[config.mk]
export PLATFORM = sky130hd
export DESIGN_NAME = pointer_position_tracker_unit
export DESIGN_NICKNAME = d
export VERILOG_FILES = /design/src/ppt_pkg.sv /design/src/pointer_position_tracker_unit.sv /design/src/ppt_csr.sv /design/src/ppt_div.sv /design/src/ppt_ctrl.sv /design/src/ppt_dpath.sv
export VERILOG_INCLUDE_DIRS = /design/src /design/src/src
export SDC_FILE = /design/constraint.sdc
export NUM_CORES = 1
export LEC_CHECK = 0
export CORE_ASPECT_RATIO = 1.2
export CORE_MARGIN = 1.5
export CORE_UTILIZATION = 46
export CTS_BUF_LIST = sky130_fd_sc_hd__clkbuf_16
export CTS_CLUSTER_SIZE = 14
export DETAILED_ROUTE_END_ITERATION = 10
export DONT_BUFFER_PORTS = 1
export PLACE_DENSITY = 0.57
export SYNTH_ARGS = -nofsm -noshare
export SYNTH_HDL_FRONTEND = slang
export SYNTH_SLANG_ARGS = --single-unit
[constraint.sdc]
create_clock -name clock -period 6.8 [get_ports clock]
set_input_delay 0.34 -clock clock [delete_from_list [all_inputs] [get_ports clock]]
set_output_delay 0.34 -clock clock [all_outputs]
set_load 0.01 [all_outputs]
[src/assert_macros.svh]
// Concurrent assertion helpers; empty under synthesis.
`ifndef ASSERT_MACROS_SVH
`define ASSERT_MACROS_SVH
`ifndef SYNTHESIS
`define ASSERT_ALWAYS(label, clk, rst, prop, msg) \
   label: assert property (@(posedge clk) disable iff (rst) (prop)) \
      else $error(msg);
`define ASSERT_NEXT(label, clk, rst, ante, cons, msg) \
   label: assert property (@(posedge clk) disable iff (rst) (ante) |=> (cons)) \
      else $error(msg);
`else
`define ASSERT_ALWAYS(label, clk, rst, prop, msg)
`define ASSERT_NEXT(label, clk, rst, ante, cons, msg)
`endif
`endif

[src/ppt_pkg.sv]
`default_nettype none
package ppt_pkg;

   localparam int POS_W       = 22;
   localparam int SUM_W       = 23;
   localparam int NUM_W       = 20;
   localparam int SIZE_W      = 11;
   localparam int BYTE_W      = 8;
   localparam int SCALE_STEPS = 8;
   localparam int CNT_W       = 3;

   localparam logic [CNT_W-1:0] CNT_LAST = CNT_W'(SCALE_STEPS - 1);

   localparam logic KIND_MOVE   = 1'b0;
   localparam logic KIND_SAMPLE = 1'b1;

   localparam logic [1:0] DIR_STILL = 2'd0;
   localparam logic [1:0] DIR_FWD   = 2'd1;
   localparam logic [1:0] DIR_BACK  = 2'd2;

   localparam logic [2:0] REG_DIAL_MODE     = 3'd0;
   localparam logic [2:0] REG_SCREEN_WIDTH  = 3'd1;
   localparam logic [2:0] REG_SCREEN_HEIGHT = 3'd2;
   localparam logic [2:0] REG_WRAP_X_LOW    = 3'd3;
   localparam logic [2:0] REG_WRAP_X_HIGH   = 3'd4;
   localparam logic [2:0] REG_WRAP_Y_LOW    = 3'd5;
   localparam logic [2:0] REG_WRAP_Y_HIGH   = 3'd6;

   localparam logic [SIZE_W-1:0] RST_SCREEN_WIDTH  = 11'd320;
   localparam logic [SIZE_W-1:0] RST_SCREEN_HEIGHT = 11'd240;
   localparam logic [7:0]        RST_WRAP_LOW      = 8'd0;
   localparam logic [7:0]        RST_WRAP_HIGH     = 8'd240;

   // Pointer start: (320/2 - 7) and (240/2 - 8) pixels in signed 14.8
   localparam logic signed [POS_W-1:0] RST_POS_X = 22'sd39168;
   localparam logic signed [POS_W-1:0] RST_POS_Y = 22'sd28672;

   // Clamp floor sits 8 pixels left of / above the screen
   localparam logic signed [SUM_W-1:0] CLAMP_LO   = -23'sd2048;
   localparam logic signed [POS_W-1:0] CLAMP_LO_P = -22'sd2048;

   typedef struct packed {
      logic              dial_mode;
      logic [SIZE_W-1:0] screen_width;
      logic [SIZE_W-1:0] screen_height;
      logic [7:0]        wrap_x_low;
      logic [7:0]        wrap_x_high;
      logic [7:0]        wrap_y_low;
      logic [7:0]        wrap_y_high;
   } ppt_cfg_type;

   typedef struct packed {
      logic capture;
      logic add;
      logic limit;
      logic prep;
      logic load;
      logic step;
      logic finish;
   } ppt_cmd_type;

   typedef struct packed {
      logic out_free;
   } ppt_status_type;

endpackage
`default_nettype wire

[src/pointer_position_tracker_unit.sv]
`default_nettype none
// Channel   Dir  Handshake              Payload
// req       in   req_tvalid/req_tready  tdata: delta_x, delta_y; tuser: kind, player
// rsp       out  rsp_tvalid/rsp_tready  tdata: pos bytes, dial speeds and directions
// csr       in   APB psel/penable       seven registers at byte address 4*i
//
// An item runs from acceptance through four setup steps,
// then 8 steps of the restoring dividers (one quotient bit per cycle) that scale
// each axis, then a load of the result register; only then is the next item accepted.
// Reset is synchronous, active high; it returns every pointer to its start point.
// A waiting result does not block the next item; the block holds its last step
// only while the result register is still full and not being taken.
module pointer_position_tracker_unit
   import ppt_pkg::*;
#(
   parameter int PLAYERS = 4
)
(
   input  wire logic        clock,
   input  wire logic        reset,
   input  wire logic        req_tvalid,
   output logic             req_tready,
   input  wire logic [31:0] req_tdata,   // delta_x, delta_y
   input  wire logic [2:0]  req_tuser,   // kind, player
   output logic             rsp_tvalid,
   input  wire logic        rsp_tready,
   output logic      [39:0] rsp_tdata,   // pos_x_byte, pos_y_byte, dial_a_speed,
                                         // dial_a_dir, dial_b_speed, dial_b_dir
   input  wire logic        csr_psel,
   input  wire logic        csr_penable,
   input  wire logic        csr_pwrite,
   input  wire logic [4:0]  csr_paddr,
   input  wire logic [31:0] csr_pwdata,
   output logic      [31:0] csr_prdata,
   output logic             csr_pready
);

   ppt_cfg_type    cfg;
   ppt_cmd_type    cmd;
   ppt_status_type status;

   ppt_csr u_csr (
      .clock       (clock),
      .reset       (reset),
      .csr_psel    (csr_psel),
      .csr_penable (csr_penable),
      .csr_pwrite  (csr_pwrite),
      .csr_paddr   (csr_paddr),
      .csr_pwdata  (csr_pwdata),
      .csr_prdata  (csr_prdata),
      .csr_pready  (csr_pready),
      .cfg         (cfg)
   );

   ppt_ctrl u_ctrl (
      .clock      (clock),
      .reset      (reset),
      .req_tvalid (req_tvalid),
      .req_tready (req_tready),
      .status     (status),
      .cmd        (cmd)
   );

   ppt_dpath #(
      .PLAYERS (PLAYERS)
   ) u_dpath (
      .clock      (clock),
      .reset      (reset),
      .cmd        (cmd),
      .status     (status),
      .cfg        (cfg),
      .req_tuser  (req_tuser),
      .req_tdata  (req_tdata),
      .rsp_tvalid (rsp_tvalid),
      .rsp_tready (rsp_tready),
      .rsp_tdata  (rsp_tdata)
   );

endmodule
`default_nettype wire

[src/ppt_csr.sv]
`default_nettype none
module ppt_csr
   import ppt_pkg::*;
(
   input  wire logic        clock,
   input  wire logic        reset,
   input  wire logic        csr_psel,
   input  wire logic        csr_penable,
   input  wire logic        csr_pwrite,
   input  wire logic [4:0]  csr_paddr,
   input  wire logic [31:0] csr_pwdata,
   output logic      [31:0] csr_prdata,
   output logic             csr_pready,
   output ppt_cfg_type      cfg
);

   ppt_cfg_type cfg_ff;
   ppt_cfg_type cfg_in;
   logic        wr_en;
   logic [2:0]  reg_idx;

   assign csr_pready = 1'b1;
   assign wr_en      = csr_psel && csr_penable && csr_pwrite;
   assign reg_idx    = csr_paddr[4:2];
   assign cfg        = cfg_ff;

   always_comb begin
      cfg_in = cfg_ff;
      if (wr_en) begin
         case (reg_idx)
            REG_DIAL_MODE:     cfg_in.dial_mode     = csr_pwdata[0];
            REG_SCREEN_WIDTH:  cfg_in.screen_width  = csr_pwdata[SIZE_W-1:0];
            REG_SCREEN_HEIGHT: cfg_in.screen_height = csr_pwdata[SIZE_W-1:0];
            REG_WRAP_X_LOW:    cfg_in.wrap_x_low    = csr_pwdata[7:0];
            REG_WRAP_X_HIGH:   cfg_in.wrap_x_high   = csr_pwdata[7:0];
            REG_WRAP_Y_LOW:    cfg_in.wrap_y_low    = csr_pwdata[7:0];
            REG_WRAP_Y_HIGH:   cfg_in.wrap_y_high   = csr_pwdata[7:0];
            default: ;
         endcase
      end
   end

   always_comb begin
      case (reg_idx)
         REG_DIAL_MODE:     csr_prdata = 32'(cfg_ff.dial_mode);
         REG_SCREEN_WIDTH:  csr_prdata = 32'(cfg_ff.screen_width);
         REG_SCREEN_HEIGHT: csr_prdata = 32'(cfg_ff.screen_height);
         REG_WRAP_X_LOW:    csr_prdata = 32'(cfg_ff.wrap_x_low);
         REG_WRAP_X_HIGH:   csr_prdata = 32'(cfg_ff.wrap_x_high);
         REG_WRAP_Y_LOW:    csr_prdata = 32'(cfg_ff.wrap_y_low);
         REG_WRAP_Y_HIGH:   csr_prdata = 32'(cfg_ff.wrap_y_high);
         default:           csr_prdata = 32'd0;
      endcase
   end

   always_ff @(posedge clock) begin
      if (reset) begin
         cfg_ff.dial_mode     <= 1'b0;
         cfg_ff.screen_width  <= RST_SCREEN_WIDTH;
         cfg_ff.screen_height <= RST_SCREEN_HEIGHT;
         cfg_ff.wrap_x_low    <= RST_WRAP_LOW;
         cfg_ff.wrap_x_high   <= RST_WRAP_HIGH;
         cfg_ff.wrap_y_low    <= RST_WRAP_LOW;
         cfg_ff.wrap_y_high   <= RST_WRAP_HIGH;
      end else begin
         cfg_ff <= cfg_in;
      end
   end

endmodule
`default_nettype wire

[src/ppt_div.sv]
`default_nettype none
module ppt_div
   import ppt_pkg::*;
(
   input  wire logic              clock,
   input  wire logic              load,
   input  wire logic              step,
   input  wire logic [NUM_W-1:0]  num,
   input  wire logic [SIZE_W-1:0] divisor,
   output logic      [BYTE_W-1:0] quot
);

   // Restoring divider, one quotient bit per step. The caller guarantees
   // num < divisor * 256, so the upper numerator bits start below divisor.
   logic [SIZE_W-1:0] rem_ff;
   logic [SIZE_W-1:0] rem_in;
   logic [BYTE_W-1:0] shift_ff;
   logic [BYTE_W-1:0] shift_in;
   logic [SIZE_W:0]   trial;
   logic [SIZE_W:0]   diff;
   logic              ge;

   assign trial = {rem_ff, shift_ff[BYTE_W-1]};
   assign diff  = trial - {1'b0, divisor};
   assign ge    = trial >= {1'b0, divisor};
   assign quot  = shift_ff;

   always_comb begin
      rem_in   = rem_ff;
      shift_in = shift_ff;
      if (load) begin
         rem_in   = num[NUM_W-2:BYTE_W];
         shift_in = num[BYTE_W-1:0];
      end else if (step) begin
         rem_in   = ge ? diff[SIZE_W-1:0] : trial[SIZE_W-1:0];
         shift_in = {shift_ff[BYTE_W-2:0], ge};
      end
   end

   always_ff @(posedge clock) begin
      rem_ff   <= rem_in;
      shift_ff <= shift_in;
   end

endmodule
`default_nettype wire

[src/ppt_ctrl.sv]
`default_nettype none
`include "assert_macros.svh"
module ppt_ctrl
   import ppt_pkg::*;
(
   input  wire logic           clock,
   input  wire logic           reset,
   input  wire logic           req_tvalid,
   output logic                req_tready,
   input  wire ppt_status_type status,
   output ppt_cmd_type         cmd
);

   typedef enum logic [6:0] {
      ST_IDLE  = 7'b0000001,
      ST_ADD   = 7'b0000010,
      ST_LIMIT = 7'b0000100,
      ST_PREP  = 7'b0001000,
      ST_LOAD  = 7'b0010000,
      ST_DIV   = 7'b0100000,
      ST_DONE  = 7'b1000000
   } state_type;

   state_type        state_ff;
   state_type        state_in;
   logic [CNT_W-1:0] cnt_ff;
   logic [CNT_W-1:0] cnt_in;

   always_comb begin
      state_in   = state_ff;
      cnt_in     = cnt_ff;
      cmd        = '0;
      req_tready = 1'b0;
      case (state_ff)
         ST_IDLE: begin
            // take no item while reset is held
            req_tready = !reset;
            if (req_tvalid && !reset) begin
               cmd.capture = 1'b1;
               state_in    = ST_ADD;
            end
         end
         ST_ADD: begin
            cmd.add  = 1'b1;
            state_in = ST_LIMIT;
         end
         ST_LIMIT: begin
            cmd.limit = 1'b1;
            state_in  = ST_PREP;
         end
         ST_PREP: begin
            cmd.prep = 1'b1;
            state_in = ST_LOAD;
         end
         ST_LOAD: begin
            cmd.load = 1'b1;
            cnt_in   = '0;
            state_in = ST_DIV;
         end
         ST_DIV: begin
            cmd.step = 1'b1;
            cnt_in   = cnt_ff + CNT_W'(1);
            if (cnt_ff == CNT_LAST) begin
               state_in = ST_DONE;
            end
         end
         ST_DONE: begin
            // hold until the result register can take the item
            if (status.out_free) begin
               cmd.finish = 1'b1;
               state_in   = ST_IDLE;
            end
         end
         default: begin
            state_in = ST_IDLE;
         end
      endcase
   end

   always_ff @(posedge clock) begin
      if (reset) begin
         state_ff <= ST_IDLE;
         cnt_ff   <= '0;
      end else begin
         state_ff <= state_in;
         cnt_ff   <= cnt_in;
      end
   end

   `ASSERT_NEXT(a_div_start, clock, reset, state_ff == ST_LOAD, state_ff == ST_DIV && cnt_ff == '0, "divider did not start from step zero")
   `ASSERT_NEXT(a_no_accept_busy, clock, reset, cmd.capture, !req_tready && state_ff == ST_ADD, "item accepted while busy")

endmodule
`default_nettype wire

[src/ppt_dpath.sv]
`default_nettype none
`include "assert_macros.svh"
module ppt_dpath
   import ppt_pkg::*;
#(
   parameter int PLAYERS = 4
)
(
   input  wire logic           clock,
   input  wire logic           reset,
   input  wire ppt_cmd_type    cmd,
   output ppt_status_type      status,
   input  wire ppt_cfg_type    cfg,
   input  wire logic [2:0]     req_tuser,
   input  wire logic [31:0]    req_tdata,
   output logic                rsp_tvalid,
   input  wire logic           rsp_tready,
   output logic      [39:0]    rsp_tdata
);

   localparam int IDX_W = (PLAYERS > 1) ? $clog2(PLAYERS) : 1;
   localparam logic [3:0] PLAYER_COUNT = 4'(PLAYERS);

   typedef struct packed {
      logic signed [POS_W-1:0] pos;
      logic                    wrapped;
      logic [7:0]              smp;
   } lim_type;

   typedef struct packed {
      logic [7:0] spd;
      logic [1:0] dir;
   } take_type;

   typedef struct packed {
      logic [NUM_W-1:0] num;
      logic             nonpos;
   } prep_type;

   function automatic logic signed [15:0] dead_zone(input logic signed [15:0] d,
                                                    input logic kill);
      return (kill || d == 16'sd1 || d == -16'sd1) ? 16'sd0 : d;
   endfunction

   // floor(p/256) truncated toward zero by 4, low byte
   function automatic logic [7:0] dial_sample(input logic signed [POS_W-1:0] p);
      logic signed [13:0] w;
      logic signed [13:0] b;
      w = signed'(p[POS_W-1:8]);
      b = w[13] ? w + 14'sd3 : w;
      return b[9:2];
   endfunction

   function automatic take_type dial_take(input logic [7:0] s, input logic [7:0] last);
      take_type r;
      r.spd = 8'd0;
      r.dir = DIR_STILL;
      if (s < last) begin
         r.spd = last - s;
         r.dir = DIR_BACK;
      end else if (s > last) begin
         r.spd = s - last;
         r.dir = DIR_FWD;
      end
      return r;
   endfunction

   function automatic lim_type limit_axis(input logic signed [SUM_W-1:0] p,
                                          input logic dial,
                                          input logic [SIZE_W-1:0] size,
                                          input logic [7:0] lo16,
                                          input logic [7:0] hi16);
      logic signed [SUM_W-1:0] lo;
      logic signed [SUM_W-1:0] hi;
      lim_type r;
      if (dial) begin
         lo = signed'({3'b000, lo16, 12'h000});
         hi = signed'({3'b000, hi16, 12'h000});
      end else begin
         lo = CLAMP_LO;
         hi = signed'({4'b0000, size, 8'h00}) + CLAMP_LO;
      end
      r.pos     = p[POS_W-1:0];
      r.wrapped = 1'b0;
      r.smp     = 8'd0;
      if (dial) begin
         // a wrap lands on a bound, whose dial sample is bound*4
         if (p < lo) begin
            r.pos     = hi[POS_W-1:0];
            r.wrapped = 1'b1;
            r.smp     = {hi16[5:0], 2'b00};
         end else if (p > hi) begin
            r.pos     = lo[POS_W-1:0];
            r.wrapped = 1'b1;
            r.smp     = {lo16[5:0], 2'b00};
         end
      end else begin
         if (p < lo) begin
            r.pos = lo[POS_W-1:0];
         end else if (p > hi) begin
            r.pos = hi[POS_W-1:0];
         end
      end
      return r;
   endfunction

   // (floor(p/256) + 8) * 255
   function automatic prep_type prep_axis(input logic signed [POS_W-1:0] p);
      logic signed [14:0] v;
      prep_type r;
      v        = 15'(signed'(p[POS_W-1:8])) + 15'sd8;
      r.nonpos = v[14] || (v == 15'sd0);
      r.num    = {v[11:0], 8'h00} - {8'h00, v[11:0]};
      return r;
   endfunction

   // item capture
   logic                    kind_ff;
   logic                    ok_ff;
   logic [IDX_W-1:0]        idx_ff;
   logic signed [15:0]      dx_ff;
   logic signed [15:0]      dy_ff;
   logic [1:0]              player;
   logic                    kind;

   // per player state
   logic signed [POS_W-1:0] pos_x_ff  [PLAYERS];
   logic signed [POS_W-1:0] pos_y_ff  [PLAYERS];
   logic [7:0]              last_a_ff [PLAYERS];
   logic [7:0]              last_b_ff [PLAYERS];

   logic signed [SUM_W-1:0] sum_x_ff;
   logic signed [SUM_W-1:0] sum_y_ff;
   logic signed [POS_W-1:0] posr_x_ff;
   logic signed [POS_W-1:0] posr_y_ff;
   logic [7:0]              spd_a_ff;
   logic [7:0]              spd_b_ff;
   logic [1:0]              dir_a_ff;
   logic [1:0]              dir_b_ff;

   logic [NUM_W-1:0]        num_x_ff;
   logic [NUM_W-1:0]        num_y_ff;
   logic                    nonpos_x_ff;
   logic                    nonpos_y_ff;
   logic                    spec_x_ff;
   logic                    spec_y_ff;
   logic [7:0]              specv_x_ff;
   logic [7:0]              specv_y_ff;

   logic                    rsp_valid_ff;
   logic [39:0]             rsp_data_ff;
   logic [39:0]             rsp_data_in;

   lim_type                 lim_x;
   lim_type                 lim_y;
   take_type                take_a;
   take_type                take_b;
   prep_type                prep_x;
   prep_type                prep_y;
   logic [7:0]              smp_a;
   logic [7:0]              smp_b;
   logic                    do_move;
   logic                    do_sample;
   logic                    zs_x;
   logic                    zs_y;
   logic                    sat_x;
   logic                    sat_y;
   logic [7:0]              quot_x;
   logic [7:0]              quot_y;
   logic [7:0]              byte_x;
   logic [7:0]              byte_y;
   logic signed [POS_W-1:0] wx_lo;
   logic signed [POS_W-1:0] wx_hi;

   assign kind   = req_tuser[0];
   assign player = req_tuser[2:1];

   always_ff @(posedge clock) begin
      if (cmd.capture) begin
         kind_ff <= kind;
         ok_ff   <= {2'b00, player} < PLAYER_COUNT;
         idx_ff  <= IDX_W'({{IDX_W{1'b0}}, player});
         // sample items carry no motion
         dx_ff   <= dead_zone(signed'(req_tdata[15:0]), kind == KIND_SAMPLE);
         dy_ff   <= dead_zone(signed'(req_tdata[31:16]), kind == KIND_SAMPLE);
      end
   end

   always_ff @(posedge clock) begin
      if (cmd.add) begin
         sum_x_ff <= SUM_W'(pos_x_ff[idx_ff]) + SUM_W'(dx_ff);
         sum_y_ff <= SUM_W'(pos_y_ff[idx_ff]) + SUM_W'(dy_ff);
      end
   end

   assign do_move   = ok_ff && (kind_ff == KIND_MOVE);
   assign do_sample = ok_ff && (kind_ff == KIND_SAMPLE);

   assign lim_x  = limit_axis(sum_x_ff, cfg.dial_mode, cfg.screen_width,
                              cfg.wrap_x_low, cfg.wrap_x_high);
   assign lim_y  = limit_axis(sum_y_ff, cfg.dial_mode, cfg.screen_height,
                              cfg.wrap_y_low, cfg.wrap_y_high);
   assign smp_a  = dial_sample(sum_x_ff[POS_W-1:0]);
   assign smp_b  = dial_sample(sum_y_ff[POS_W-1:0]);
   assign take_a = dial_take(smp_a, last_a_ff[idx_ff]);
   assign take_b = dial_take(smp_b, last_b_ff[idx_ff]);

   always_ff @(posedge clock) begin
      if (reset) begin
         for (int i = 0; i < PLAYERS; i++) begin
            pos_x_ff[i]  <= RST_POS_X;
            pos_y_ff[i]  <= RST_POS_Y;
            last_a_ff[i] <= 8'd0;
            last_b_ff[i] <= 8'd0;
         end
         spd_a_ff <= 8'd0;
         spd_b_ff <= 8'd0;
         dir_a_ff <= DIR_STILL;
         dir_b_ff <= DIR_STILL;
      end else if (cmd.limit) begin
         if (do_move) begin
            pos_x_ff[idx_ff] <= cfg.dial_mode ? lim_x.pos : lim_x.pos;
            pos_y_ff[idx_ff] <= lim_y.pos;
            if (lim_x.wrapped) begin
               last_a_ff[idx_ff] <= lim_x.smp;
            end
            if (lim_y.wrapped) begin
               last_b_ff[idx_ff] <= lim_y.smp;
            end
         end
         if (do_sample) begin
            last_a_ff[idx_ff] <= smp_a;
            last_b_ff[idx_ff] <= smp_b;
            spd_a_ff <= take_a.spd;
            spd_b_ff <= take_b.spd;
            dir_a_ff <= take_a.dir;
            dir_b_ff <= take_b.dir;
         end else begin
            spd_a_ff <= 8'd0;
            spd_b_ff <= 8'd0;
            dir_a_ff <= DIR_STILL;
            dir_b_ff <= DIR_STILL;
         end
      end
   end

   always_ff @(posedge clock) begin
      if (cmd.limit) begin
         posr_x_ff <= (kind_ff == KIND_MOVE) ? lim_x.pos : sum_x_ff[POS_W-1:0];
         posr_y_ff <= (kind_ff == KIND_MOVE) ? lim_y.pos : sum_y_ff[POS_W-1:0];
      end
   end

   assign prep_x = prep_axis(posr_x_ff);
   assign prep_y = prep_axis(posr_y_ff);

   always_ff @(posedge clock) begin
      if (cmd.prep) begin
         num_x_ff    <= prep_x.num;
         num_y_ff    <= prep_y.num;
         nonpos_x_ff <= prep_x.nonpos;
         nonpos_y_ff <= prep_y.nonpos;
      end
   end

   assign zs_x  = cfg.screen_width == '0;
   assign zs_y  = cfg.screen_height == '0;
   assign sat_x = num_x_ff >= {1'b0, cfg.screen_width, 8'h00};
   assign sat_y = num_y_ff >= {1'b0, cfg.screen_height, 8'h00};

   always_ff @(posedge clock) begin
      if (cmd.load) begin
         spec_x_ff  <= zs_x || nonpos_x_ff || sat_x;
         spec_y_ff  <= zs_y || nonpos_y_ff || sat_y;
         specv_x_ff <= (nonpos_x_ff && !zs_x) ? 8'h00 : 8'hff;
         specv_y_ff <= (nonpos_y_ff && !zs_y) ? 8'h00 : 8'hff;
      end
   end

   ppt_div u_div_x (
      .clock   (clock),
      .load    (cmd.load),
      .step    (cmd.step),
      .num     (num_x_ff),
      .divisor (cfg.screen_width),
      .quot    (quot_x)
   );

   ppt_div u_div_y (
      .clock   (clock),
      .load    (cmd.load),
      .step    (cmd.step),
      .num     (num_y_ff),
      .divisor (cfg.screen_height),
      .quot    (quot_y)
   );

   assign byte_x = !ok_ff ? 8'hff : (spec_x_ff ? specv_x_ff : quot_x);
   assign byte_y = !ok_ff ? 8'hff : (spec_y_ff ? specv_y_ff : quot_y);

   assign rsp_data_in = {4'h0, dir_b_ff, spd_b_ff, dir_a_ff, spd_a_ff, byte_y, byte_x};

   always_ff @(posedge clock) begin
      if (reset) begin
         rsp_valid_ff <= 1'b0;
      end else if (cmd.finish) begin
         rsp_valid_ff <= 1'b1;
      end else if (rsp_tready) begin
         rsp_valid_ff <= 1'b0;
      end
   end

   always_ff @(posedge clock) begin
      if (cmd.finish) begin
         rsp_data_ff <= rsp_data_in;
      end
   end

   assign rsp_tvalid      = rsp_valid_ff;
   assign rsp_tdata       = rsp_data_ff;
   assign status.out_free = !rsp_valid_ff || rsp_tready;

   assign wx_lo = signed'({2'b00, cfg.wrap_x_low, 12'h000});
   assign wx_hi = signed'({2'b00, cfg.wrap_x_high, 12'h000});

   `ASSERT_ALWAYS(a_no_overrun, clock, reset, !(cmd.finish && rsp_valid_ff && !rsp_tready), "result overwritten before taken")
   `ASSERT_NEXT(a_clamp_floor, clock, reset, cmd.limit && do_move && !cfg.dial_mode, posr_x_ff >= CLAMP_LO_P && posr_y_ff >= CLAMP_LO_P, "clamped position below floor")
   `ASSERT_NEXT(a_wrap_span, clock, reset, cmd.limit && do_move && cfg.dial_mode && (cfg.wrap_x_low <= cfg.wrap_x_high), posr_x_ff >= wx_lo && posr_x_ff <= wx_hi, "wrapped position outside bounds")
   `ASSERT_ALWAYS(a_dir_speed, clock, reset, (dir_a_ff == DIR_STILL) == (spd_a_ff == 8'd0), "dial direction disagrees with speed")

endmodule
`default_nettype wire
======== Word level (Yosys, flattened, before mapping) ========
Memories as Yosys holds them, arrays and structs flattened. A register that Yosys moved wholly into a read port is not among the register bits.
Cells that the tools add are included.
operators by class
  add/sub/neg operators ................... 17
  $lt $le $gt $ge ......................... 12
  eq/ne operators ......................... 21
  muxes and demuxes ....................... 98
  bitwise operators ....................... 2
  reductions and logical operators ........ 40
operators with widths
  kind                      number
  $mux W22                  10
  $mux W31                  4
  $mux W8                   14
  $mux W23                  4
  $pmux W11 S7              1
  $mux W11                  6
  $mux W10                  6
  $pmux W7 S7               1
  $add A22 B16 Y23          2
  $gt A23 B23 Y1            2
  $lt A23 B23 Y1            2
  $reduce_or A22 Y1         2
  $add A20 B12 Y21 const B  2
  $ge A20 B19 Y1            2
  $sub A20 B12 Y20          2
  $mux W1                   36
  $eq A16 B1 Y1 const B     2
  $eq A16 B2 Y1 const B     2
  $sub A8 B8 Y8             4
  $add A14 B5 Y15 const B   2
  $logic_not A15 Y1         2
  $ge A12 B11 Y1            2
  $logic_not A11 Y1         2
  $sub A11 B11 Y11          2
  other kinds (29)          76
word-level totals
  register bits after elaboration ......... 345
  RAM bits ................................ 240
  input bits .............................. 79
  output and inout port bits .............. 75
  word-level logic and storage cells ...... 230
  memories kept ........................... 4
memories
  memory             words  width  rd ports  clocked after memory_dff  write ports  line              text
  u_dpath.pos_x_ff   4      22     1         1                         4            ppt_dpath.sv:127  logic signed [POS_W-1:0] pos_x_ff [PLAYERS];
  u_dpath.pos_y_ff   4      22     1         1                         4            ppt_dpath.sv:128  logic signed [POS_W-1:0] pos_y_ff [PLAYERS];
  u_dpath.last_a_ff  4      8      1         1                         4            ppt_dpath.sv:129  logic [7:0] last_a_ff [PLAYERS];
  u_dpath.last_b_ff  4      8      1         1                         4            ppt_dpath.sv:130  logic [7:0] last_b_ff [PLAYERS];

======== Depth between registers and ports, before layout ========
Gate-level depths: netlist of run 1.
  depth in word-level cells ............... 14
  depth in mapped cells ................... 18
  mapped depth without buffers ............ 16

======== Cells and area by module ========
From an unflattened synthesis of run 1, not the netlist that was laid out.
second synthesis, totals
  cells, all modules ...................... 2,987
  area total of the unflattened synthesis .. 32,911.6 um2
modules (own cells, without submodules)
  module     instances  cells an instance  area each (um2)  seq. area each (um2)
  ppt_dpath  1          2,278              26,316.5         13,402.9
  ppt_div    2          167                1,579.0          570.5
  ppt_csr    1          306                2,867.8          1,101.1
  ppt_ctrl   1          69                 569.3            200.2

======== Worst setup path after synthesis of run 1 ========
OpenSTA, ideal clock, no wires.
  path type ............................... register to register
  start point ............................. register u_ctrl.state_ff[6]
  end point ............................... memory u_dpath.pos_x_ff[2][0] (enable)
  setup time .............................. 512 ps
  arrival ................................. 4,750 ps
  data required time ...................... 6,288 ps
  setup slack ............................. 1,538 ps
  cell stages (with the launch flop) ...... 7
  buffers on the path ..................... 2
  clock period less this slack ............ 5,262 ps
  path through ............................ dfxtp_1 -> nor4_1 -> nor2b_1 -> nand3b_1 -> clkbuf_1 -> buf_1 -> o31ai_1
RTL lines
  what                    line              text
  from (decl)             ppt_ctrl.sv:24    state_type state_ff;
  from (signal assigned)  ppt_ctrl.sv:85    state_ff <= state_in;
  to (decl)               ppt_dpath.sv:127

==> reports/qor.csv, run 1 <==
stage,metric,value,unit
status,run status,"finished, final reports clean",
sta,number of failing hold endpoints at the final stage,0,
setup_path,dominant cell type by count on the critical path,sky130_fd_sc_hd__and4_1,
clocking,H-tree depth,2,
sta,Rel. slew slack,13.9,%
setup_path,CP Class,reg -> reg,
setup_path,cell depth of the worst flop-to-flop path,14,
setup_path,Worst setup endpoint,u_dpath.pos_y_ff[2][21]$_SDFFCE_PN0P_,
setup_path,Worst Path Max Fanout,25,
floorplan,DIE HEIGHT,289,um
layout,area delta synth->final,10.3,%
sta,timing-limited maximum frequency,198,MHz
grt,pin count of the biggest net entering global routing,65,
clocking,number of sinks handled by clock tree synthesis,557,
detailed_routing,ratio of routed vias to standard cells,5.80,
floorplan,area of the die,69700,um2
sta,total count of max-transition violations in the final report,0,
hold_path,class of the tightest hold or removal check,in -> reg,
placement,dpl ws,1.79,ns
synth,most instantiated flip-flop cell in the synthesis netlist,sky130_fd_sc_hd__edfxtp_1,
synth,post-synthesis average cell area,10.9,um2
layout,fraction of final layout cells sized beyond drive strength 1,8.02,%
grt,GRT Overall Usage,24.8,%
clocking,post-cts gate resize count,0,
detailed_routing,wire length per cell after detailed routing,22.4,um
clocking,Clock Root Buffer,sky130_fd_sc_hd__clkbuf_16,
sta,setup TNS,0,ns
sta,setup skew after layout,0.0173,ns
placement,RD Place Congestion,0.900,
synth,register area share after synthesis,50.6,%
synth,count of state elements after synthesis,557,
detailed_routing,number of remaining DRC errors,0,
detailed_routing,Via Count,22300,
layout,count of nets after finishing,3167,
synth,simple-gate share of the synthesized area,15.2,%
layout,number of fill cells in the layout,6037,
setup_path,cells along the critical path,or4_4 -> nor3_1 -> nand4_1 -> ha_1 -> and4_1 -> and4_1 -> inv_1 -> or4b_1 -> and2_1 -> mux2i_4 -> buf_4 -> o21ai_0 -> a22oi_1 -> nor2_1,
synth,number of enable flip-flop cells after synthesis,469,
floorplan,Initial Util,46.6,%
grt,antenna violations before repair,6,
setup_path,dominant delay contributor by cell family on the critical path,simple AND/OR/NAND/NOR gates,
sta,actual slew at the worst max-slew pin,1.28,ns
pwr,leakage component of the power,13.0,nW
clocking,CTS Buffer Depth,3,
clocking,Num CTS Buffers,57,
grt,via count of the first global-routing pass,22200,
setup_path,Reg2Reg Launch Point,u_csr.cfg[38]$_SDFFE_PP1P_,
floorplan,x dimension of the die,241,um
sta,final worst path period share,74.1,%
synth,count of different cell masters after synthesis,87,
grt,aggregate global routing overflow,0,
setup_path,worst setup path startpoint,u_csr.cfg[38]$_SDFFE_PP1P_,
clocking,CTS tree,built,
layout,sequential cell area,15900,um2
layout,"most common cell after layout, fill and taps aside",sky130_fd_sc_hd__edfxtp_1,
setup_path,Crit path arrival time,5.37,ns
synth,number of warnings issued by yosys,0,
detailed_routing,antenna violation net count after detailed routing,0,
detailed_routing,number of optimization iterations in the first detailed-route pass,6,
layout,fin util,51.4,%
placement,number of buffer cells added on primary ports,0,
setup_path,cell depth of the worst setup path,14,
grt,wire length of the first global-routing pass,131,mm
setup_path,worst path required time,7.14,ns
detailed_routing,initial drt markers,1684,
clocking,clock latency on the worst-skew pair,0.62,ns
setup_path,CP Capture Type,register,
floorplan,standard-cell rows,104,
pwr,total power per unit cell area,265,nW/um2
floorplan,num ports,154,
synth,Mapped Cells,2870,
setup_path,Worst R2R Setup Slack,1.76,ns
layout,most frequent cells in the layout,"sky130_fd_sc_hd__edfxtp_1, sky130_fd_sc_hd__nor2_1, sky130_fd_sc_hd__nand2_1, sky130_fd_sc_hd__ha_1, sky130_fd_sc_hd__inv_1",
clocking,clock-pin slew on the worst setup and hold paths,0.06,ns
setup_path,critical path startpoint category,register,
sta,worst path setup slack after routing,1.76,ns
setup_path,slowest library cell on the worst path,sky130_fd_sc_hd__or4_4,
synth,share of synthesized flip-flops with an asynchronous set or reset,0,%
synth,"Cell Area, Synth",31300,um2
setup_path,sum of buffers and inverters on the critical path,2,
synth,area share of xor/xnor cells in the synthesized design,3.64,%
synth,combinational family with the most area after synthesis,simple AND/OR/NAND/NOR gates,
sta,clock period minus worst slack,5.04,ns
floorplan,placeable core region,67300,um2
synth,mux share of post-synthesis cell area,6.93,%
sta,RSZ-0062 raised after global routing,false,
synth,complex-gate fraction of the synthesized area,11.6,%
placement,final HPWL from detailed placement,62.4,mm
synth,area share of fa/ha/maj cells after synthesis,7.93,%
pwr,largest vdd supply drop,0.187,mV
detailed_routing,total wirelength of the detailed-routed design,86.3,mm
setup_path,longest individual stage delay on the worst path,0.56,ns
setup_path,capturing point of the worst reg2reg path,u_dpath.pos_y_ff[2][21]$_SDFFCE_PN0P_,
layout,total area of multi-input combinational cells,14400,um2
run,number of max-capacitance violations reported,0,
sta,setup-violating endpoint count in the final report,0,
## sequential cells by signal (all words and copies together), names as in the netlist, 11 cells and up, named ones only
name and flops:
u_dpath.num_x_ff 20, u_dpath.dx_ff 16, u_dpath.dy_ff 16, u_dpath.last_b_ff 32
u_dpath.u_div_x.rem_ff 11, u_dpath.sum_x_ff 23, u_dpath.posr_y_ff 14, u_dpath.pos_x_ff 88
u_csr.cfg 55, u_dpath.pos_y_ff 88, u_dpath.sum_y_ff 23, u_dpath.u_div_y.rem_ff 11
u_dpath.posr_x_ff 14, u_dpath.num_y_ff 20, u_dpath.rsp_tdata 36, u_dpath.last_a_ff 32
## what timing repair did
action,4_1_cts,5_1_grt
setup buffers,0,0
hold buffers,51,0
hold endpoints to repair,116,0
## kinds of logic after synthesis
logic type	after synthesis
compound gates	554
simple gates	991
other cells	2
flops	557
buf+inv	304
fa+ha+maj	194
mux	138
xor+xnor	130
## area by class of cell
cell class	instances	share of cell area, %
antenna	5	0.0362
clock buffer	60	4.34
clock inverter	47	0.833
inverter	159	1.73
multi-input combinational	2033	41.6
sequential	557	45.9
tap	901	3.26
timing repair buffer	87	2.31
## Yosys cell counts, types with 9 or more instances
| library cell | n | area [um2] |
|---|---|---|
| sky130_fd_sc_hd__mux2i_1 | 64 | 641 |
| sky130_fd_sc_hd__a221oi_1 | 19 | 166 |
| sky130_fd_sc_hd__xor2_1 | 42 | 368 |
| sky130_fd_sc_hd__a22o_1 | 10 | 87.6 |
| sky130_fd_sc_hd__mux2_2 | 12 | 135 |
| sky130_fd_sc_hd__nor4_1 | 18 | 113 |
| sky130_fd_sc_hd__a211oi_1 | 31 | 233 |
| sky130_fd_sc_hd__o211ai_1 | 13 | 97.6 |
| sky130_fd_sc_hd__nand2_1 | 236 | 886 |
| sky130_fd_sc_hd__o21ai_0 | 129 | 646 |
| sky130_fd_sc_hd__nand4_1 | 31 | 194 |
| sky130_fd_sc_hd__nor2b_1 | 45 | 282 |
| sky130_fd_sc_hd__or3_1 | 10 | 62.6 |
| sky130_fd_sc_hd__o31ai_1 | 13 | 97.6 |
| sky130_fd_sc_hd__inv_1 | 157 | 589 |
| sky130_fd_sc_hd__ha_1 | 185 | 2310 |
| sky130_fd_sc_hd__a22oi_1 | 17 | 128 |
| sky130_fd_sc_hd__buf_4 | 29 | 218 |
| sky130_fd_sc_hd__buf_1 | 15 | 56.3 |
| sky130_fd_sc_hd__o21a_1 | 22 | 165 |
| sky130_fd_sc_hd__o21bai_1 | 9 | 67.6 |
| sky130_fd_sc_hd__and2_1 | 59 | 369 |
| sky130_fd_sc_hd__xnor2_1 | 88 | 771 |
| sky130_fd_sc_hd__edfxtp_1 | 469 | 14100 |
| sky130_fd_sc_hd__a21oi_1 | 136 | 681 |
| sky130_fd_sc_hd__dfxtp_1 | 88 | 1760 |
| sky130_fd_sc_hd__nand2b_1 | 39 | 244 |
| sky130_fd_sc_hd__nor2_1 | 311 | 1170 |
| sky130_fd_sc_hd__nand3_1 | 44 | 220 |
| sky130_fd_sc_hd__a31oi_1 | 21 | 131 |
| sky130_fd_sc_hd__a21o_1 | 40 | 300 |
| sky130_fd_sc_hd__or2_2 | 10 | 62.6 |
| sky130_fd_sc_hd__clkbuf_1 | 95 | 357 |
| sky130_fd_sc_hd__mux4_2 | 61 | 1370 |
| sky130_fd_sc_hd__and3_1 | 68 | 425 |
| sky130_fd_sc_hd__nand3b_1 | 14 | 105 |
| sky130_fd_sc_hd__nor3_1 | 78 | 390 |
| sky130_fd_sc_hd__a2bb2oi_1 | 11 | 96.3 |
## worst min-delay path by stage
stage / from / cells past startpoint / end / slack, ns
6_report: reset / 2 / u_dpath.pos_x_ff[3][12]$_DFFE_PP_ / 0.03
5_1_grt: reset / 2 / u_dpath.pos_x_ff[3][12]$_DFFE_PP_ / 0.02
4_1_cts: reset / 2 / u_dpath.pos_y_ff[3][13]$_DFFE_PP_ / 0.001
3_5_place_dp: u_dpath.spd_b_ff[3]$_SDFFE_PP0N_ / 0 / u_dpath.rsp_tdata[29]$_DFFE_PP_ / 0.42
3_3_place_gp: u_dpath.dir_b_ff[0]$_SDFFE_PP0N_ / 0 / u_dpath.rsp_tdata[34]$_DFFE_PP_ / 0.42
2_1_floorplan: u_dpath.spd_a_ff[3]$_SDFFE_PP0N_ / 0 / u_dpath.rsp_tdata[19]$_DFFE_PP_ / 0.41
## layer usage
layer | up-vias | routed length, um | GRT usage (%)
met2 | 617 | 42800 | 43.1
met5 | - | 0 | 0
met1 | 11000 | 36100 | 31.7
li1 | 10600 | - | -
met4 | 0 | 3020 | 8.92
met3 | 129 | 4370 | 3.20
## power breakdown
group / switching (mW) / internal (mW) / total (mW)
combinational: 1.20 / 0.845 / 2.05
clock: 1.32 / 1.70 / 3.01
sequential: 0.170 / 3.93 / 4.10
## through the flow
| step | std cells | instance area, um2 | power (mW) | hold slack, ns |
|---|---|---|---|---|
| after global placement | 3686 | 32200 | 6.13 | 0.415 |
| after global routing | 3847 | 34600 | 9.57 | 0.0163 |
| after detailed placement | 3686 | 32200 | 6.17 | 0.422 |
| final | 3849 | 34600 | 9.16 | 0.0309 |
| after CTS | 3844 | 34500 | 9.22 | 0.00110 |
| after floorplan | 2894 | 31400 | 5.63 | 0.408 |
No activity file was read; power rests on OpenSTA's default activity.
==> inputs of run 2 (changes only) <==
--- a/config.mk
+++ b/config.mk
@@ -6,6 +6,7 @@
 export SDC_FILE = /design/constraint.sdc
 export NUM_CORES = 1
 export LEC_CHECK = 0
+export ABC_AREA = 1
 export CORE_ASPECT_RATIO = 1.2
 export CORE_MARGIN = 1.5
 export CORE_UTILIZATION = 46
==> constraint.sdc (replaced) <==
create_clock -name clock -period 4.8 [get_ports clock]
set_input_delay 0.24 -clock clock [delete_from_list [all_inputs] [get_ports clock]]
set_output_delay 0.24 -clock clock [all_outputs]
set_load 0.01 [all_outputs]
==> run 2 against run 1 <==
Sequential power is 41% higher. Critical path depth increased by 9. Hold slack gained 0.040 ns. First-iteration DRC count increased by 15%. Via count rose by 12%. Area after synthesis rose by 0.68%. Sequential share of layout area down 0.70 points. Critical endpoint is now u_dpath.last_a_ff[0][2]$_SDFFCE_PN0P_. Largest cell class unchanged.
==> reports/qor.csv, run 2 <==
stage,metric,value,unit,change
status,run status,"finished, final reports clean",,
sta,setup-violating endpoint count in the final report,0,,unchanged
detailed_routing,number of remaining DRC errors,0,,unchanged
setup_path,Crit path arrival time,4.47,ns,-0.90 ns
setup_path,Worst Path Max Fanout,19,,-24%
layout,fraction of final layout cells sized beyond drive strength 1,6.88,%,-1.1 points
clocking,CTS tree,built,,
setup_path,cell depth of the worst flop-to-flop path,23,,+9
clocking,Num CTS Buffers,60,,+5.3%
floorplan,x dimension of the die,242,um,+0.34%
floorplan,num ports,154,,unchanged
setup_path,capturing point of the worst reg2reg path,u_dpath.last_a_ff[0][2]$_SDFFCE_PN0P_,,
detailed_routing,antenna violation net count after detailed routing,0,,unchanged
sta,setup TNS,0,ns,unchanged
grt,GRT Overall Usage,26.6,%,+1.8 points
setup_path,CP Class,reg -> reg,,
detailed_routing,initial drt markers,1933,,+15%
sta,total count of max-transition violations in the final report,0,,unchanged
synth,number of warnings issued by yosys,0,,unchanged
sta,Rel. slew slack,25.3,%,+11 points
synth,post-synthesis average cell area,9.02,um2,-17%
synth,number of enable flip-flop cells after synthesis,469,,unchanged
synth,Area contributors post-synth,"sky130_fd_sc_hd__edfxtp_1, sky130_fd_sc_hd__ha_1, sky130_fd_sc_hd__nand2_1",,
clocking,buffers inserted during post-CTS setup optimization,0,,unchanged
setup_path,CP Capture Type,register,,
floorplan,DIE HEIGHT,290,um,+0.34%
pwr,leakage component of the power,14.3,nW,+10%
floorplan,area of the die,70100,um2,+0.67%
pwr,largest vdd supply drop,0.339,mV,+82%
sta,RSZ-0062 raised after global routing,false,,
clocking,number of sinks handled by clock tree synthesis,557,,unchanged
synth,share of synthesized flip-flops with an asynchronous set or reset,0,%,unchanged
grt,antenna violations before repair,0,,-6
layout,area delta synth->final,11.3,%,
run,number of max-capacitance violations reported,0,,unchanged
setup_path,critical path startpoint category,register,,
clocking,H-tree depth,2,,unchanged
clocking,clock latency on the worst-skew pair,0.65,ns,+0.03 ns
synth,"Cell Area, Synth",31500,um2,+0.68%
floorplan,standard-cell rows,105,,+0.96%
setup_path,worst path required time,5.09,ns,-2.05 ns
layout,fin util,51.6,%,+0.20 points
detailed_routing,number of optimization iterations in the first detailed-route pass,6,,unchanged
synth,Mapped Cells,3495,,+22%
synth,register area share after synthesis,50.2,%,-0.34 points
synth,most used standard cells in the synthesized netlist,"sky130_fd_sc_hd__nand2_1, sky130_fd_sc_hd__edfxtp_1, sky130_fd_sc_hd__nor2_1, sky130_fd_sc_hd__inv_1, sky130_fd_sc_hd__o21ai_0",,
synth,most instantiated flip-flop cell in the synthesis netlist,sky130_fd_sc_hd__edfxtp_1,,
hold_path,critical hold path startpoint,req_tuser[0],,
clocking,clock-pin slew on the worst setup and hold paths,0.06,ns,about the same
grt,aggregate global routing overflow,0,,unchanged
floorplan,placeable core region,68100,um2,+1.2%
placement,RD Place Congestion,0.952,,+5.8%
synth,area share of the leading cell type in the synthesized netlist,44.7,%,-0.31 points
grt,routing usage on met2,45.1,%,+1.9 points
sta,setup skew after layout,0.0246,ns,+0.00734 ns
setup_path,Worst R2R Setup Slack,0.62,ns,-1.14 ns
layout,antenna cells,0,,-5
grt,global routing usage on met1,35.5,%,+3.8 points
detailed_routing,total wirelength of the detailed-routed design,95.0,mm,+10%
layout,most frequent cells in the layout,"sky130_fd_sc_hd__nand2_1, sky130_fd_sc_hd__edfxtp_1, sky130_fd_sc_hd__nor2_1, sky130_fd_sc_hd__inv_1, sky130_fd_sc_hd__o21ai_0",,
placement,number of buffer cells added on primary ports,0,,unchanged
detailed_routing,ratio of routed vias to standard cells,5.54,,-4.6%
synth,most frequently used cell type in the post-synthesis netlist,sky130_fd_sc_hd__nand2_1,,
floorplan,Initial Util,46.3,%,-0.22 points
grt,wire length of the first global-routing pass,143,mm,+9.6%
sta,number of failing hold endpoints at the final stage,0,,unchanged
detailed_routing,Via Count,24900,,+12%
grt,global-route layer with the greatest usage,met2,,
grt,pin count of the biggest net entering global routing,86,,+32%
sta,clock period minus worst slack,4.18,ns,-0.860 ns
synth,post-synth top area cell,sky130_fd_sc_hd__edfxtp_1,,
pwr,total power per unit cell area,413,nW/um2,+56%
detailed_routing,wire length per cell after detailed routing,21.1,um,-5.8%
hold_path,hold-critical path depth,4,,+2
sta,final worst hold slack,0.0706,ns,+0.0396 ns
layout,largest registers,"u_dpath.pos_x_ff x88, u_dpath.pos_y_ff x88, u_csr.cfg x55",,
synth,count of different cell masters after synthesis,64,,-26%
clocking,CTS Buffer Depth,3,,unchanged
layout,count of nets after finishing,3811,,+20%
grt,via count of the first global-routing pass,24200,,+9.3%
grt,Global Route met3 Usage,3.29,%,+0.091 points
hold_path,endpoint of the worst hold path,u_dpath.dx_ff[11]$_SDFFCE_PP0P_,,
sta,actual slew at the worst max-slew pin,1.12,ns,-0.163 ns
clocking,Clock Root Buffer,sky130_fd_sc_hd__clkbuf_16,,
setup_path,Reg2Reg Launch Point,u_csr.cfg[46]$_SDFFE_PP0P_,,
sta,timing-limited maximum frequency,239,MHz,+21%
pwr,total power,14.5,mW,+58%
synth,count of state elements after synthesis,557,,unchanged
placement,final HPWL from detailed placement,69.1,mm,+11%
sta,final worst path period share,87.1,%,+13 points
hold_path,class of the tightest hold or removal check,in -> reg,,
layout,"most common cell after layout, fill and taps aside",sky130_fd_sc_hd__nand2_1,,
==> run 2: changes by cell type after synthesis, sizes merged, moves of 49 or more <==
cell	before	now
a21oi	136	227
and2	59	1
and3	68	1
inv	157	397
mux2i	65	2
mux4	61	0
nand2	236	559
nand3	44	178
nor2	311	476
nor3	78	27
o21ai	135	361
o22ai	7	56
xnor2	88	36
==> run 2: per-stage QoR <==
stage	instances	setup slack [ns]	cell area [um2]
finish	4497	0.621	35100
global route	4497	0.307	35100
CTS	4497	0.652	35100
detailed placement	4332	0.685	32600
global placement	4332	0.690	32600
floorplan	3519	0.412	31600
==> run 2: worst max path at each step <==
stage | startpoint | endpoint | slack, ns
3_3_place_gp | u_csr.cfg[46]$_SDFFE_PP0P_ | u_dpath.last_a_ff[0][0]$_SDFFCE_PN0P_ | 0.69
2_1_floorplan | u_ctrl.state_ff[0]$_SDFFE_PP1P_ | u_dpath.pos_x_ff[3][0]$_DFFE_PP_ | 0.41
5_1_grt | u_csr.cfg[46]$_SDFFE_PP0P_ | u_dpath.last_a_ff[0][2]$_SDFFCE_PN0P_ | 0.31
3_5_place_dp | u_csr.cfg[46]$_SDFFE_PP0P_ | u_dpath.last_a_ff[0][0]$_SDFFCE_PN0P_ | 0.68
4_1_cts | u_csr.cfg[46]$_SDFFE_PP0P_ | u_dpath.last_a_ff[0][2]$_SDFFCE_PN0P_ | 0.65
6_report | u_csr.cfg[46]$_SDFFE_PP0P_ | u_dpath.last_a_ff[0][2]$_SDFFCE_PN0P_ | 0.62
==> run 2: power breakdown <==
group / internal, mW / total [mW] / switching [mW] / leakage (nW)
clock network: 2.70 / 4.67 / 1.97 / 1.02
logic: 1.34 / 4.03 / 2.69 / 8.16
registers: 5.61 / 5.79 / 0.175 / 5.17
total: 9.66 / 14.5 / 4.83 / 14.3
==> run 2: cell families after synthesis <==
family	synth area share [%]
multiplexers	0.0635
other	0.0238
adder cells (fa/ha/maj)	7.85
flip-flops	50.2
AND/OR/NAND/NOR	17.9
AO/OA/AOI/OAI	13.6
buffers and inverters	7.03
XOR/XNOR	3.22
==> run 2: metal layers <==
metal  part of all wire, %  wire length (um)
met5                     0                 0
met3                   5.3              5040
met2                    48             45200
met1                    44             41500
met4                   3.4              3220
==> run 2: timing repair <==
action / CTS / global route
setup endpoints to repair: 0 / 0
hold buffers: 54 / 0
gates resized for setup: 0 / 0
hold endpoints to repair: 117 / 0
==> run 2: worst max-delay path, cell delays in order, from the launching register on <==
cell and delay (ns):
sky130_fd_sc_hd__dfxtp_1 0.34, sky130_fd_sc_hd__inv_2 0.19, sky130_fd_sc_hd__ha_1 0.19, sky130_fd_sc_hd__inv_1 0.05, sky130_fd_sc_hd__nor2_1 0.08, sky130_fd_sc_hd__inv_1 0.06, sky130_fd_sc_hd__nor2_1 0.13, sky130_fd_sc_hd__nand2_1 0.10
sky130_fd_sc_hd__nor2_1 0.10, sky130_fd_sc_hd__a21oi_1 0.12, sky130_fd_sc_hd__o21bai_1 0.21, sky130_fd_sc_hd__ha_1 0.32, sky130_fd_sc_hd__inv_1 0.04, sky130_fd_sc_hd__nor2_1 0.18, sky130_fd_sc_hd__nand4_1 0.12, sky130_fd_sc_hd__nor2_1 0.16
sky130_fd_sc_hd__nor2_2 0.06, sky130_fd_sc_hd__nand3_2 0.12, sky130_fd_sc_hd__nand3_4 0.24, sky130_fd_sc_hd__nand2_4 0.30, sky130_fd_sc_hd__nand2_2 0.11, sky130_fd_sc_hd__nand2_4 0.15, sky130_fd_sc_hd__nand2_2 0.14, sky130_fd_sc_hd__nand2_1 0.31
==> run 2: cell type report <==
type                       instances  area, um2
fill                            6476      33000
sequential                       557      15900
multi-input combinational       2414      13600
inverter                         401       1510
clock buffer                      60       1500
tap                              909       1140
timing repair buffer             105       1010
clock inverter                    51        473
